## src/hw/rtl/sqa_pkg.sv

```systemverilog
// Shared types and constants for the single-query softmax attention block.
// No dependencies; every other file but sqa_ram refers to it by scoped names.
`default_nettype none

package sqa_pkg;

    // Default sizes.
    localparam int MAX_SEQ_DEF   = 256;
    localparam int MAX_DIM_DEF   = 64;
    localparam int EXP_DEPTH_DEF = 1024;

    // Field and arithmetic widths.
    localparam int SEQ_LEN_W  = 9;
    localparam int HEAD_DIM_W = 7;
    localparam int CFG_DATA_W = 9;
    localparam int SAMPLE_W   = 16;
    localparam int WEIGHT_W   = 16;
    localparam int SCORE_W    = 40;
    localparam int PROD_W     = 33;
    localparam int OUT_IDX_W  = 6;
    localparam int EXP_SHIFT  = 18;
    localparam int QUOT_W     = 17;
    localparam int DCNT_W     = 5;

    // exp(-1/64) in Q0.32; table starts at 1.0, held in Q32.32.
    localparam logic [63:0] EXP_RATIO_Q32 = 64'd4228380000;
    localparam logic [63:0] EXP_ONE_Q32   = 64'h0000_0001_0000_0000;

    // Action codes.
    localparam logic [1:0] ACT_LOAD_Q   = 2'd0;
    localparam logic [1:0] ACT_LOAD_KV  = 2'd1;
    localparam logic [1:0] ACT_COMPUTE  = 2'd2;
    localparam logic [1:0] ACT_RESERVED = 2'd3;   // ignored

    // Configuration register indexes.
    typedef enum logic {
        CFG_SEQ_LEN  = 1'b0,
        CFG_HEAD_DIM = 1'b1
    } t_cfg_idx;

    typedef struct packed {
        logic [1:0]         action;
        logic [7:0]         position;
        logic [5:0]         dim_index;
        logic signed [15:0] sample_a;
        logic signed [15:0] sample_b;
    } t_in;

    typedef struct packed {
        logic [5:0]         out_index;
        logic signed [15:0] out_value;
        logic               last;
    } t_out;

    // Datapath operations issued by the controller.
    typedef enum logic [2:0] {
        OP_NONE,
        OP_LDQ,
        OP_LDKV,
        OP_CLEAR,
        OP_SCORE,
        OP_WEIGHT,
        OP_ACC,
        OP_ZERO
    } t_op;

    typedef struct packed {
        t_op  op;
        logic first;   // first element of a reduction
        logic last;    // last element of a reduction
        logic olast;   // last output dimension
    } t_cmd;

    typedef struct packed {
        logic pipe_busy;
        logic div_busy;
    } t_stat;

    typedef enum logic [2:0] {
        ST_IDLE,
        ST_SCORE,
        ST_SDRAIN,
        ST_WEIGHT,
        ST_WDRAIN,
        ST_OUT,
        ST_OWAIT
    } t_state;

endpackage

`default_nettype wire

```

## src/hw/rtl/sqa_ctrl.sv

```systemverilog
// Controller: config registers, state machine and loop counters for load and compute.
// Depends on sqa_pkg.
`default_nettype none

module sqa_ctrl #(
    parameter int MAX_SEQ = sqa_pkg::MAX_SEQ_DEF,
    parameter int MAX_DIM = sqa_pkg::MAX_DIM_DEF,
    localparam int SAW = (MAX_SEQ > 1) ? $clog2(MAX_SEQ) : 1,
    localparam int QAW = (MAX_DIM > 1) ? $clog2(MAX_DIM) : 1,
    localparam int KAW = (MAX_SEQ * MAX_DIM > 1) ? $clog2(MAX_SEQ * MAX_DIM) : 1
) (
    input  wire logic                            i_clk,
    input  wire logic                            i_rst_n,
    input  wire logic                            i_start,
    input  wire logic [1:0]                      i_action,
    input  wire logic [7:0]                      i_position,
    input  wire logic [5:0]                      i_dim_index,
    input  wire logic                            i_cfg_we,
    input  wire sqa_pkg::t_cfg_idx               i_cfg_idx,
    input  wire logic [sqa_pkg::CFG_DATA_W-1:0]  i_cfg_data,
    input  wire sqa_pkg::t_stat                  i_stat,
    output logic                                 o_busy,
    output sqa_pkg::t_cmd                        o_cmd,
    output logic [SAW-1:0]                       o_p,
    output logic [QAW-1:0]                       o_d,
    output logic [KAW-1:0]                       o_addr
);

    localparam int PW = $clog2(MAX_SEQ + 1);
    localparam int DW = $clog2(MAX_DIM + 1);

    sqa_pkg::t_state r_state, n_state;
    logic [sqa_pkg::SEQ_LEN_W-1:0]  r_seq_len;
    logic [sqa_pkg::HEAD_DIM_W-1:0] r_head_dim;
    logic [PW-1:0]  r_p, n_p;
    logic [DW-1:0]  r_d, n_d;
    logic [KAW-1:0] r_base, n_base;

    logic [PW-1:0]  ns;
    logic [DW-1:0]  nd;
    logic           p_last, d_last, pos_ok, dim_ok;
    logic [KAW-1:0] ld_addr;

    // Effective lengths, clamped to the storage size
    assign ns = (32'(r_seq_len) > MAX_SEQ) ? PW'(MAX_SEQ) : PW'(r_seq_len);
    assign nd = (32'(r_head_dim) > MAX_DIM) ? DW'(MAX_DIM) : DW'(r_head_dim);
    assign p_last = (PW'(r_p + PW'(1)) == ns);
    assign d_last = (DW'(r_d + DW'(1)) == nd);

    // Load addressing
    assign pos_ok  = (32'(i_position) < MAX_SEQ);
    assign dim_ok  = (32'(i_dim_index) < MAX_DIM);
    assign ld_addr = KAW'(KAW'(i_position) * KAW'(MAX_DIM)) + KAW'(i_dim_index);

    // Config registers
    always_ff @(posedge i_clk) begin
        if (!i_rst_n) begin
            r_seq_len  <= sqa_pkg::SEQ_LEN_W'(256);
            r_head_dim <= sqa_pkg::HEAD_DIM_W'(64);
        end else if (i_cfg_we) begin
            unique case (i_cfg_idx)
                sqa_pkg::CFG_SEQ_LEN:  r_seq_len  <= i_cfg_data;
                sqa_pkg::CFG_HEAD_DIM: r_head_dim <= i_cfg_data[sqa_pkg::HEAD_DIM_W-1:0];
                default: ;
            endcase
        end
    end

    // State and counters
    always_ff @(posedge i_clk) begin
        if (!i_rst_n) begin
            r_state <= sqa_pkg::ST_IDLE;
            r_p     <= '0;
            r_d     <= '0;
            r_base  <= '0;
        end else begin
            r_state <= n_state;
            r_p     <= n_p;
            r_d     <= n_d;
            r_base  <= n_base;
        end
    end

    // Next state
    always_comb begin
        n_state = r_state;
        n_p     = r_p;
        n_d     = r_d;
        n_base  = r_base;
        unique case (r_state)
            sqa_pkg::ST_IDLE: begin
                if (i_start && i_action == sqa_pkg::ACT_COMPUTE && nd != '0) begin
                    n_p     = '0;
                    n_d     = '0;
                    n_base  = '0;
                    n_state = (ns == '0) ? sqa_pkg::ST_OUT : sqa_pkg::ST_SCORE;
                end
            end
            sqa_pkg::ST_SCORE: begin
                if (d_last) begin
                    n_d    = '0;
                    n_p    = PW'(r_p + PW'(1));
                    n_base = KAW'(r_base + KAW'(MAX_DIM));
                    if (p_last) begin
                        n_state = sqa_pkg::ST_SDRAIN;
                    end
                end else begin
                    n_d = DW'(r_d + DW'(1));
                end
            end
            sqa_pkg::ST_SDRAIN: begin
                if (!i_stat.pipe_busy) begin
                    n_p     = '0;
                    n_state = sqa_pkg::ST_WEIGHT;
                end
            end
            sqa_pkg::ST_WEIGHT: begin
                n_p = PW'(r_p + PW'(1));
                if (p_last) begin
                    n_state = sqa_pkg::ST_WDRAIN;
                end
            end
            sqa_pkg::ST_WDRAIN: begin
                if (!i_stat.pipe_busy) begin
                    n_p     = '0;
                    n_d     = '0;
                    n_base  = '0;
                    n_state = sqa_pkg::ST_OUT;
                end
            end
            sqa_pkg::ST_OUT: begin
                if (ns == '0) begin
                    n_state = sqa_pkg::ST_OWAIT;
                end else begin
                    n_p    = PW'(r_p + PW'(1));
                    n_base = KAW'(r_base + KAW'(MAX_DIM));
                    if (p_last) begin
                        n_state = sqa_pkg::ST_OWAIT;
                    end
                end
            end
            sqa_pkg::ST_OWAIT: begin
                if (!i_stat.pipe_busy && !i_stat.div_busy) begin
                    if (d_last) begin
                        n_state = sqa_pkg::ST_IDLE;
                    end else begin
                        n_d     = DW'(r_d + DW'(1));
                        n_p     = '0;
                        n_base  = '0;
                        n_state = sqa_pkg::ST_OUT;
                    end
                end
            end
            default: n_state = sqa_pkg::ST_IDLE;
        endcase
    end

    // Outputs
    always_comb begin
        o_busy       = (r_state != sqa_pkg::ST_IDLE);
        o_cmd.op     = sqa_pkg::OP_NONE;
        o_cmd.first  = 1'b0;
        o_cmd.last   = 1'b0;
        o_cmd.olast  = d_last;
        o_p          = r_p[SAW-1:0];
        o_d          = r_d[QAW-1:0];
        o_addr       = KAW'(r_base + KAW'(r_d));
        unique case (r_state)
            sqa_pkg::ST_IDLE: begin
                if (i_start) begin
                    unique case (i_action)
                        sqa_pkg::ACT_LOAD_Q: begin
                            if (dim_ok) begin
                                o_cmd.op = sqa_pkg::OP_LDQ;
                            end
                            o_d = i_dim_index[QAW-1:0];
                        end
                        sqa_pkg::ACT_LOAD_KV: begin
                            if (pos_ok && dim_ok) begin
                                o_cmd.op = sqa_pkg::OP_LDKV;
                            end
                            o_addr = ld_addr;
                        end
                        sqa_pkg::ACT_COMPUTE: begin
                            if (nd != '0) begin
                                o_cmd.op = sqa_pkg::OP_CLEAR;
                            end
                        end
                        default: ;
                    endcase
                end
            end
            sqa_pkg::ST_SCORE: begin
                o_cmd.op    = sqa_pkg::OP_SCORE;
                o_cmd.first = (r_d == '0);
                o_cmd.last  = d_last;
            end
            sqa_pkg::ST_WEIGHT: begin
                o_cmd.op = sqa_pkg::OP_WEIGHT;
            end
            sqa_pkg::ST_OUT: begin
                if (ns == '0) begin
                    o_cmd.op = sqa_pkg::OP_ZERO;
                end else begin
                    o_cmd.op    = sqa_pkg::OP_ACC;
                    o_cmd.first = (r_p == '0);
                    o_cmd.last  = p_last;
                end
            end
            default: ;
        endcase
    end

endmodule

`default_nettype wire

```

## config.mk

```make
export PLATFORM = sky130hd
export DESIGN_NAME = sqa_ctrl
export DESIGN_NICKNAME = d
export VERILOG_FILES = /design/src/hw/rtl/sqa_pkg.sv /design/src/hw/rtl/sqa_ctrl.sv
export SDC_FILE = /design/constraint.sdc
export NUM_CORES = 1
export LEC_CHECK = 0
export BUFFER_PORTS_ARGS = -buffer_cell sky130_fd_sc_hd__buf_4
export CORE_MARGIN = 4
export CORE_UTILIZATION = 50
export CTS_CLUSTER_SIZE = 40
export DETAILED_ROUTE_END_ITERATION = 8
export PLACE_DENSITY = 0.73
export SLEW_MARGIN = 40
export SYNTH_ARGS = -nofsm -noshare
export SYNTH_HDL_FRONTEND = slang
export SYNTH_SLANG_ARGS = --single-unit
```

## constraint.sdc

```tcl
create_clock -name i_clk -period 4.7 [get_ports i_clk]
set_input_delay 0.94 -clock i_clk [delete_from_list [all_inputs] [get_ports i_clk]]
set_output_delay 0.94 -clock i_clk [all_outputs]
set_load 0.01 [all_outputs]
```

==> results.json, run 1 <==
{
  "synth_compound_area_frac": 0.228,
  "r2r-start": "r_d[0]",
  "portBuffers": 66,
  "r2r_cells": 10,
  "synth_top_area_frac": 0.249,
  "required_ns": 3.76,
  "slew_headroom": 0.538,
  "tightest_slew_ns": 0.693,
  "path_class": "reg -> out",
  "clkSinkCount": 43,
  "worst-r2r-setup-slack_ns": 1.61,
  "synthCells": 460,
  "pin_count": 67,
  "initial_core_util": 0.513,
  "grt_pass1_wl_mm": 15.2,
  "cts_root_buf": "clkbuf_8",
  "synth_top_family_by_area": "simple AND/OR/NAND/NOR gates",
  "min_to": "r_seq_len[4]",
  "ys.flop_type": "dfxtp_1",
  "cap_violations": 0,
  "cts.htree.levels": 2,
  "cts_tree": "built",
  "grt_setup_unrepaired": "no",
  "async_reset_ff_frac": 0,
  "hold_buffers": 0,
  "fin_crit_sh": 0.766,
  "r2r_end": "r_base[13]",
  "wl_per_cell_um": 15.9,
  "drt-vias-per-instance": 6.04,
  "final_antenna_net_count": 0,
  "post_cts_resize_count": 0,
  "arrival_ns": 2.66,
  "antenna_found_initial": 0,
  "dr.pass1.iters": 5,
  "grt_pass1_vias": 3231,
  "die_h_um": 91.2,
  "syn_area_per_cell_sq_um": 7.53,
  "yosysWarningCount": 0,
  "core_region_area_sq_um": 6760,
  "syn-num-nets": 499,
  "status": "finished clean",
  "post-place-ws_ns": 1.31,
  "finalHoldViolCount": 0,
  "synthMuxAreaShare": 0.0513,
  "fin_nets": 535,
  "synth.top_cells.by_area": "dfxtp_1, nand2_1, a21oi_1",
  "hpwlAfterDp_mm": 6.82,
  "holdPathStages": 2,
  "numCtsBuffers": 5,
  "end_kind": "output pin",
  "startpoint_type": "register",
  "drc": 0,
  "insertedDiodeCount": 0,
  "fin_ws_ns": 1.10,
  "fin_util": 0.590,
  "synth_seq_cells": 43,
  "multi_input_comb_area_sq_um": 2350,
  "regArea_sq_um": 861,
  "grt_max_degree": 27,
  "vias": 3483,
  "std_cell_rows": 30,
  "fillerInstances": 638,
  "synth_edf_count": 0,
  "synth-adder-area-share": 0.0253,
  "worstPathMaxFanout": 9,
  "skew_ns": 0.00703,
  "hold_class": "reg -> reg",
  "track_usage": 0.216,
  "power_density_nw_per_um2": 266,
  "synthXorXnorAreaFrac": 0.0835,
  "finalWirelength_mm": 9.16,
  "layout-drive-gt1-share": 0.215,
  "post_cts_buffers": 0,
  "drtIter0Drc": 294,
  "clock_latency_ns": 0.30,
  "ys_seq_area_frac": 0.249,
  "p_leak_nw": 1.52,
  "place_congestion": 0.914,
  "fmax_mhz": 278,
  "die-width_um": 91.2,
  "syn_area_sq_um": 3460,
  "maxSlewViolCount": 0,
  "area_growth_pct": 15.2,
  "clkSlewWorstSetupHoldPaths_ns": 0.09,
  "holdCritStartpoint": "r_seq_len[4]",
  "clk_path_buf_depth": 2,
  "grt-ovfl-total": 0,
  "die_area_sq_um": 8320,
  "synthSimpleGateAreaFrac": 0.289,
  "synthDistinctLibCells": 79,
  "setup-violations-final": 0,
  "yosys.area.top_type": "dfxtp_1",
  "ir_drop_mv": 0.168,
  "min_period_ns": 3.60,
  "finalSetupTns_ns": 0
}
cell usage in the layout (no fill, tap or decap), types with 6 or more instances in the layout:
cell type  instances
inv_1             10
and3_1             6
nor3_1            13
mux2_2            10
o21ai_0           22
a21oi_1           31
nor2b_1            8
nand4_1            7
ha_1               7
or3_1              7
nand2_1           67
clkbuf_8           6
nand3_1           24
a31oi_1            6
xnor2_1           16
buf_4             68
nor2_1            26
xor2_1             8
dfxtp_1           43
registers in the layout, indices dropped and copies added (netlist names):
register,count
r_p,9
r_d,7
r_head_dim,7
r_base,8
r_state,3
r_seq_len,9
routing by layer:
metal / wire, um / up-vias / track usage
li1: - / 1717 / -
met1: 4180 / 1617 / 0.307
met2: 4130 / 141 / 0.337
met3: 782 / 8 / 0.0406
met4: 70 / 0 / 0.0540
met5: 0 / - / 0
stage by stage:
stage                     hold slack (ns)  std cells  instance area [sq um]  power [mW]
after floorplan                     0.444        460                   3460       0.646
after global placement              0.465        569                   3870       0.745
after detailed placement            0.472        569                   3870       0.750
after CTS                           0.484        577                   3990        1.06
after global routing                0.504        577                   3990        1.11
final                               0.487        577                   3990        1.06
final cells by class:
type / count / area share
clock buffers: 6 / 0.0207
multi-input cells: 366 / 0.589
repair buffers: 68 / 0.128
well taps: 80 / 0.0251
inverters: 12 / 0.0113
flip-flops and latches: 43 / 0.216
clock inverters: 2 / 0.00972
critical path: stages (launching register included):
cell and delay, ns:
dfxtp_1 0.50, ha_1 0.35, nand3_1 0.20, xnor2_1 0.19, nor4b_1 0.36, o211ai_1 0.19, nor2_1 0.18, nand2_1 0.07
a21oi_1 0.17, buf_4 0.16
Yosys cell counts, drive strengths merged, types with 3 or more instances:
cell type / instances
or2: 6
o21a: 5
ha: 7
nand3b: 3
or3: 8
nand4: 7
nand3: 25
o31ai: 4
mux2: 11
o211ai: 5
nand2b: 5
a311oi: 3
and3: 7
nor2b: 8
nor2: 28
mux2i: 5
a21boi: 4
a21oi: 32
inv: 11
xnor2: 18
and2: 3
nor3b: 3
buf: 19
xor2: 8
dfxtp: 43
nand2: 67
nor3: 13
nor4: 5
a31oi: 6
o21ai: 25
clkbuf: 20
cells by family (layout without fill, tap and decap cells):
logic type | after synthesis | in the layout
multiplexers | 16 | 16
other | 1 | 1
flip-flops | 43 | 43
adder cells (fa/ha/maj) | 7 | 7
AO/OA/AOI/OAI | 117 | 117
buffers and inverters | 51 | 88
AND/OR/NAND/NOR | 197 | 197
XOR/XNOR | 28 | 28
power breakdown:
group	switching [mW]	total, mW	internal [mW]
combinational	0.192	0.333	0.141
clock	0.139	0.314	0.175
sequential	0.0363	0.414	0.377
total	0.367	1.06	0.694
worst max path at each step:
stage	to	depth (start not counted)	startpoint	slack [ns]
6_report	o_cmd[1]	9	r_d[0]	1.10
5_1_grt	o_cmd[1]	9	r_d[0]	0.81
4_1_cts	o_addr[5]	5	r_state[1]	1.02
3_5_place_dp	o_addr[5]	5	i_action[1]	1.31
3_3_place_gp	o_addr[1]	5	i_action[1]	1.37
2_1_floorplan	o_cmd[1]	9	r_d[0]	1.64
Power figures use the tool's default switching activity.
==> run 2, diff against run 1 <==
--- a/config.mk
+++ b/config.mk
@@ -10,7 +10,7 @@
 export CORE_UTILIZATION = 50
 export CTS_CLUSTER_SIZE = 40
 export DETAILED_ROUTE_END_ITERATION = 8
-export PLACE_DENSITY = 0.73
+export PLACE_DENSITY = 0.76
 export SLEW_MARGIN = 40
 export SYNTH_ARGS = -nofsm -noshare
 export SYNTH_HDL_FRONTEND = slang
==> constraint.sdc (replaced) <==
create_clock -name i_clk -period 3.1 [get_ports i_clk]
set_input_delay 0.62 -clock i_clk [delete_from_list [all_inputs] [get_ports i_clk]]
set_output_delay 0.62 -clock i_clk [all_outputs]
set_load 0.01 [all_outputs]
==> run 2 against run 1 <==
Compared with the run above:
- core utilization up 3.0 points
- cell area increased by 5.0%
- worst setup slack lost 0.99 ns
- clock power is 51% higher
- worst hold slack is essentially flat
- register-to-register slack got worse by 1.4 ns
- sequential share of layout area shrank 0.55 points
- power rose by 56%
- routed wire length up 4.7%
- critical endpoint unchanged
- largest cell class unchanged
==> results.json, run 2 (synthesis results as in run 1) <==
{
  "wl_per_cell_um": 16.3,
  "startpoint_type": "register",
  "cap_violations": 0,
  "portBuffers": 66,
  "slew_headroom": 0.482,
  "grt_pass1_wl_mm": 15.5,
  "hold_class": "reg -> reg",
  "die_area_sq_um": 8320,
  "numCtsBuffers": 5,
  "finalPower_mw": 1.66,
  "r2r-start": "r_d[3]",
  "track_usage": 0.225,
  "grt_pass1_vias": 3199,
  "drtIter0Drc": 306,
  "drc": 0,
  "worst-r2r-setup-slack_ns": 0.22,
  "layout_commonest_cell": "buf_4",
  "die-width_um": 91.2,
  "layout-drive-gt1-share": 0.276,
  "dr.pass1.iters": 5,
  "cts_tree": "built",
  "final_cell_mix": "buf_4, nand2_1, dfxtp_1",
  "initial_core_util": 0.513,
  "clkSlewWorstSetupHoldPaths_ns": 0.09,
  "critPathLaunch": "r_p[1]",
  "std_cell_rows": 30,
  "cts_root_buf": "clkbuf_8",
  "tightest_slew_ns": 0.777,
  "place_congestion": 0.948,
  "drt-vias-per-instance": 6.09,
  "fin_crit_sh": 0.963,
  "hold_buffers": 0,
  "die_h_um": 91.2,
  "setup-violations-final": 0,
  "worstPathMaxFanout": 10,
  "status": "finished clean",
  "path_class": "reg -> out",
  "core_region_area_sq_um": 6760,
  "fin_nets": 546,
  "required_ns": 2.48,
  "ir_drop_mv": 0.212,
  "p_leak_nw": 1.60,
  "fmax_mhz": 335,
  "clock_latency_ns": 0.31,
  "antenna_found_initial": 0,
  "pin_count": 67,
  "holdCritStartpoint": "r_head_dim[5]",
  "clkSinkCount": 43,
  "area_growth_pct": 21.0,
  "finalWirelength_mm": 9.59,
  "vias": 3582,
  "end_kind": "output pin",
  "timing.hold.ws_ns": 0.487,
  "final_antenna_net_count": 0,
  "hpwlAfterDp_mm": 6.83,
  "arrival_ns": 2.37,
  "grt_max_degree": 22,
  "skew_ns": 0.00803,
  "finalHoldViolCount": 0,
  "maxSlewViolCount": 0,
  "clk_path_buf_depth": 2,
  "reg_top3": "r_p (9), r_seq_len (9), r_base (8)",
  "power_density_nw_per_um2": 396,
  "insertedDiodeCount": 0,
  "grt-ovfl-total": 0,
  "finalSetupTns_ns": 0,
  "min_period_ns": 2.99,
  "cts.htree.levels": 2
}
==> run 2: cell types whose count changed in the layout (fill, tap and decap cells not counted), sizes merged <==
cell,previous run,this run
clkinv,1,2
buf,68,79
inv,12,11
==> run 2: report_power, final <==
part / internal, mW / total [mW] / switching (mW)
clock: 0.261 / 0.474 / 0.213
combinational: 0.242 / 0.583 / 0.341
sequential: 0.572 / 0.601 / 0.0291
total: 1.08 / 1.66 / 0.583
==> run 2: stage by stage <==
step | cells | util | area, sq um | setup WS (ns)
detailed placement | 577 | 0.581 | 3930 | 0.138
CTS | 585 | 0.603 | 4080 | 0.00197
global placement | 577 | 0.581 | 3930 | 0.243
finish | 588 | 0.620 | 4190 | 0.114
global route | 588 | 0.620 | 4190 | -0.0188
floorplan | 460 | - | 3460 | 0.362
==> run 2: area by class of cell <==
| type | instances | area, sq um |
|---|---|---|
| Clock buffer | 6 | 82.6 |
| Timing Repair Buffer | 79 | 593 |
| Multi-Input combinational cell | 366 | 2450 |
| Fill cell | 610 | 2570 |
| Clock inverter | 2 | 35.0 |
| Inverter | 12 | 45.0 |
| Tap cell | 80 | 100 |
| Sequential cell | 43 | 881 |
==> run 2: final timing paths <==
path,endpoint,depth (start not counted)
setup / recovery,o_cmd[1],9
hold / removal,r_head_dim[5],2
setup reg to reg,r_p[2],9
hold reg to reg,r_head_dim[5],2
==> run 2: what timing repair did <==
action	in CTS	in global routing
setup endpoints to repair	2	2
resized for setup	11	19
buffers inserted	0	3
pin swaps	0	4
hold endpoints to repair	0	0
==> run 2: worst max-delay path, cell delays in order, from the launching register on <==
cell	delay [ns]
dfxtp_2	0.39
ha_4	0.18
nand3_4	0.14
nor3_2	0.23
nor2_1	0.11
nor4bb_1	0.30
o2111a_1	0.27
nand3_1	0.11
a21oi_2	0.18
buf_4	0.14
==> run 2: per-layer routing <==
layer / part of all wire / up-vias / wire, um / track usage
met4: 0.0083 / 0 / 80 / 0.0603
met2: 0.46 / 128 / 4440 / 0.349
li1: - / 1741 / - / -
met3: 0.066 / 8 / 629 / 0.0456
met5: 0 / - / 0 / 0
met1: 0.46 / 1705 / 4440 / 0.315
